==> src/rtl/bt_pkg.sv <==
package bt_pkg;

   // Defaults for the top-level parameters.
   localparam int KEY_BITS_DEF   = 31;
   localparam int NODE_COUNT_DEF = 32768;

   // Fixed widths of the stream fields.
   localparam int KEY_FIELD_BITS = 31;
   localparam int REQ_DATA_BITS  = 32;
   localparam int RSP_DATA_BITS  = 32;

   // Operation codes carried in req_tuser.
   localparam logic OP_INSERT = 1'b0;
   localparam logic OP_QUERY  = 1'b1;

   // Controls from the sequencer to the digit shifter.
   typedef struct packed {
      logic load;     // load a new key and clear the result
      logic shift;    // step to the next key bit
      logic res_bit;  // result bit decided in this step
   } shift_ctl_type;

endpackage

==> src/rtl/bt_digit_shift.sv <==
module bt_digit_shift
   import bt_pkg::*;
#(
   parameter int KEY_BITS = KEY_BITS_DEF
) (
   input  logic                clock,
   input  shift_ctl_type       ctl,
   input  logic [KEY_BITS-1:0] key_load,
   output logic                key_msb,
   output logic [KEY_BITS-1:0] result
);

   // The key leaves at the top one bit per step; result bits enter at the bottom.
   logic [KEY_BITS-1:0] key_ff, key_in;
   logic [KEY_BITS-1:0] res_ff, res_in;

   always_comb begin
      key_in = key_ff;
      res_in = res_ff;
      if (ctl.load) begin
         key_in = key_load;
         res_in = '0;
      end else if (ctl.shift) begin
         key_in = {key_ff[KEY_BITS-2:0], 1'b0};
         res_in = {res_ff[KEY_BITS-2:0], ctl.res_bit};
      end
   end

   always_ff @(posedge clock) begin
      key_ff <= key_in;
      res_ff <= res_in;
   end

   assign key_msb = key_ff[KEY_BITS-1];
   assign result  = res_ff;

endmodule

==> config.mk <==
export PLATFORM = sky130hd
export DESIGN_NAME = bt_digit_shift
export DESIGN_NICKNAME = d
export VERILOG_FILES = /design/src/rtl/bt_pkg.sv /design/src/rtl/bt_digit_shift.sv
export SDC_FILE = /design/constraint.sdc
export NUM_CORES = 1
export LEC_CHECK = 0
export BUFFER_PORTS_ARGS = -buffer_cell sky130_fd_sc_hd__buf_4
export CAP_MARGIN = 20
export CORE_MARGIN = 8
export CORE_UTILIZATION = 40
export DETAILED_ROUTE_END_ITERATION = 6
export GPL_ROUTABILITY_DRIVEN = 0
export GPL_TIMING_DRIVEN = 0
export PLACE_DENSITY = 0.69
export SLEW_MARGIN = 20
export SYNTH_ARGS = -nofsm -noshare
export SYNTH_HDL_FRONTEND = slang
export SYNTH_SLANG_ARGS = --single-unit
==> constraint.sdc <==
create_clock -name clock -period 2 [get_ports clock]
set_input_delay 0.2 -clock clock [delete_from_list [all_inputs] [get_ports clock]]
set_output_delay 0.2 -clock clock [all_outputs]
set_load 0.005 [all_outputs]
==> flow_summary.json <==
{
  "num_io_pins": 67,
  "worst_pin_slew_ps": 711.2,
  "grt_antenna_before_repair": 0,
  "port_buffers": 64,
  "overflow": 0,
  "layout_commonest_cell": "buf_4",
  "layout_common_cells": "buf_4, mux2i_1, nor2_1, edfxtp_1, dfxtp_1",
  "utilization": 0.5310,
  "cap_violations": 0,
  "core_mm2": 0.006277,
  "yosys-top-cells-area": "edfxtp_1, dfxtp_1, mux2_4",
  "hpwl_mm": 3.343,
  "avgSynthCellArea_um2": 15.31,
  "syn_to_final_growth_pct": 30.40,
  "clockBufferDepth": 2,
  "setup_violations": 0,
  "grt_pass1_vias": 1547,
  "status": "finished, final reports clean",
  "diodes": 0,
  "antenna_left": 0,
  "ys_seq_elements": 62,
  "start_kind": "input port",
  "htreeDepth": 3,
  "post_cts_resized": 0,
  "drt_first_pass_iters": 3,
  "wl_per_cell_um": 14.58,
  "cp.required_ps": 1950,
  "ys_seq_area_frac": 0.6070,
  "cts.sinks": 62,
  "post-route-period-util": 0.5953,
  "path_class": "in2reg",
  "nets": 277,
  "grt_use_total": 0.1051,
  "fin_worst_skew_ps": 4.861,
  "dr_total_vias": 1478,
  "die_area_mm2": 0.009204,
  "start_util": 0.4072,
  "relSlewSlack": 0.5259,
  "finalWirelength_mm": 4.725,
  "leakagePower_uw": 0.001523,
  "hold_viol_final": 0,
  "rows": 29,
  "postSynthCellCount": 167,
  "die-height_um": 95.94,
  "reg2reg_from": "key_ff[22]$_DFFE_PP_",
  "drt_iter0_markers": 52,
  "critPathMaxFanout": 31,
  "die_w_um": 95.94,
  "min_to": "result[0]$_SDFFE_PP0P_",
  "hold_class": "in2reg",
  "r2r-end": "key_ff[23]$_DFFE_PP_",
  "pwr_density_cell_mw_per_mm2": 831.6,
  "ff2ff_path_depth": 1,
  "grt_pass1_wl_mm": 7.341,
  "yosysTopAreaCell": "edfxtp_1",
  "hold_depth": 3,
  "endpoint_kind": "register",
  "min_period_ps": 1191,
  "clk_latency_ps": 320,
  "syn_area_mm2": 0.002556,
  "grt_start_max_net_pins": 32,
  "slew_violations": 0,
  "ir_worst_vdd_mv": 0.5663,
  "fin_tns_setup_ps": 0,
  "cts_made_buffers": 9,
  "drc": 0,
  "cts_setup_buffers": 0,
  "placed_area_mm2": 0.003133,
  "cts_root_buffer": "clkbuf_8",
  "layout-drive-gt1-share": 0.4899,
  "yosys.area.top_type_share": 0.3642,
  "yosysWarnings": 0,
  "hold_path_startpoint": "ctl[0]",
  "rsz0062_at_grt": "false",
  "synth_cell_types": 11,
  "clk_pin_slew_ps": 60,
  "vias_per_cell": 4.562,
  "ctsHoldBuffers": 0,
  "r2r_slack_ps": 1080,
  "power_uw": 2772,
  "crit_arrival_ps": 1140,
  "timing.fmax_mhz": 839.9,
  "synth_nets": 202,
  "cts_tree": "yes",
  "final_cell_area_mm2": 0.003333
}
-- cells by family after synthesis --
family / Yosys count / synth area share
flops: 62 / 0.6070
mux: 61 / 0.2888
simple gates: 33 / 0.05042
buf+inv: 11 / 0.05385
-- layout make-up --
class | count | area, um2
Fill cell | 559 | 2944
Clock inverter | 4 | 45.04
Tap cell | 77 | 96.34
Multi-Input combinational cell | 94 | 867.1
Buffer | 11 | 137.6
Sequential cell | 62 | 1551
Clock buffer | 12 | 155.1
Timing Repair Buffer | 64 | 480.5
-- metrics by stage --
step	hold slack, ps	instances	setup slack [ps]
3_5_place_dp	453.6	308	446.6
3_3_place_gp	439.2	308	-1.459
4_1_cts	108.4	324	786.3
2_1_floorplan	347.2	167	378.5
6_report	125.8	324	809.4
5_1_grt	119.7	324	727.3
-- power by group --
part | internal [uW] | switching (uW)
Combinational | 166 | 88.4
Clock | 637 | 440
Sequential | 1420 | 20.2
-- worst max-delay path by stage --
| stage | from | to | slack (ps) |
|---|---|---|---|
| after floorplan | ctl[2] | key_ff[0]$_SDFFCE_PN0P_ | 380 |
| after global placement | ctl[2] | key_ff[8]$_DFFE_PP_ | -1 |
| after detailed placement | ctl[2] | key_ff[7]$_DFFE_PP_ | 450 |
| after CTS | ctl[2] | key_ff[13]$_DFFE_PP_ | 790 |
| after global routing | ctl[2] | key_ff[28]$_DFFE_PP_ | 730 |
| final | ctl[2] | key_ff[13]$_DFFE_PP_ | 810 |
-- metal layers --
metal	up-vias	track usage	part of all wire
met5	-	0	0
met3	7	0.05382	0.085
met1	687	0.1305	0.47
met2	44	0.1509	0.43
met4	0	0.04225	0.012
li1	740	-	-
-- worst max-delay path, cell delays in order --
cell and delay [ps]:
buf_6 140, buf_6 180, or2_2 600
-- sequential cells by signal, summed over array words and instances (netlist names) --
register,flops
result,31
key_ff,31
-- Yosys cell counts --
cell type,instances
dfxtp_1,31
buf_12,2
mux2i_1,31
buf_4,1
mux2_2,6
nor2_1,31
and2_1,1
buf_6,8
or2_1,1
edfxtp_1,31
mux2_4,24
(Power assumes the default switching activity.)
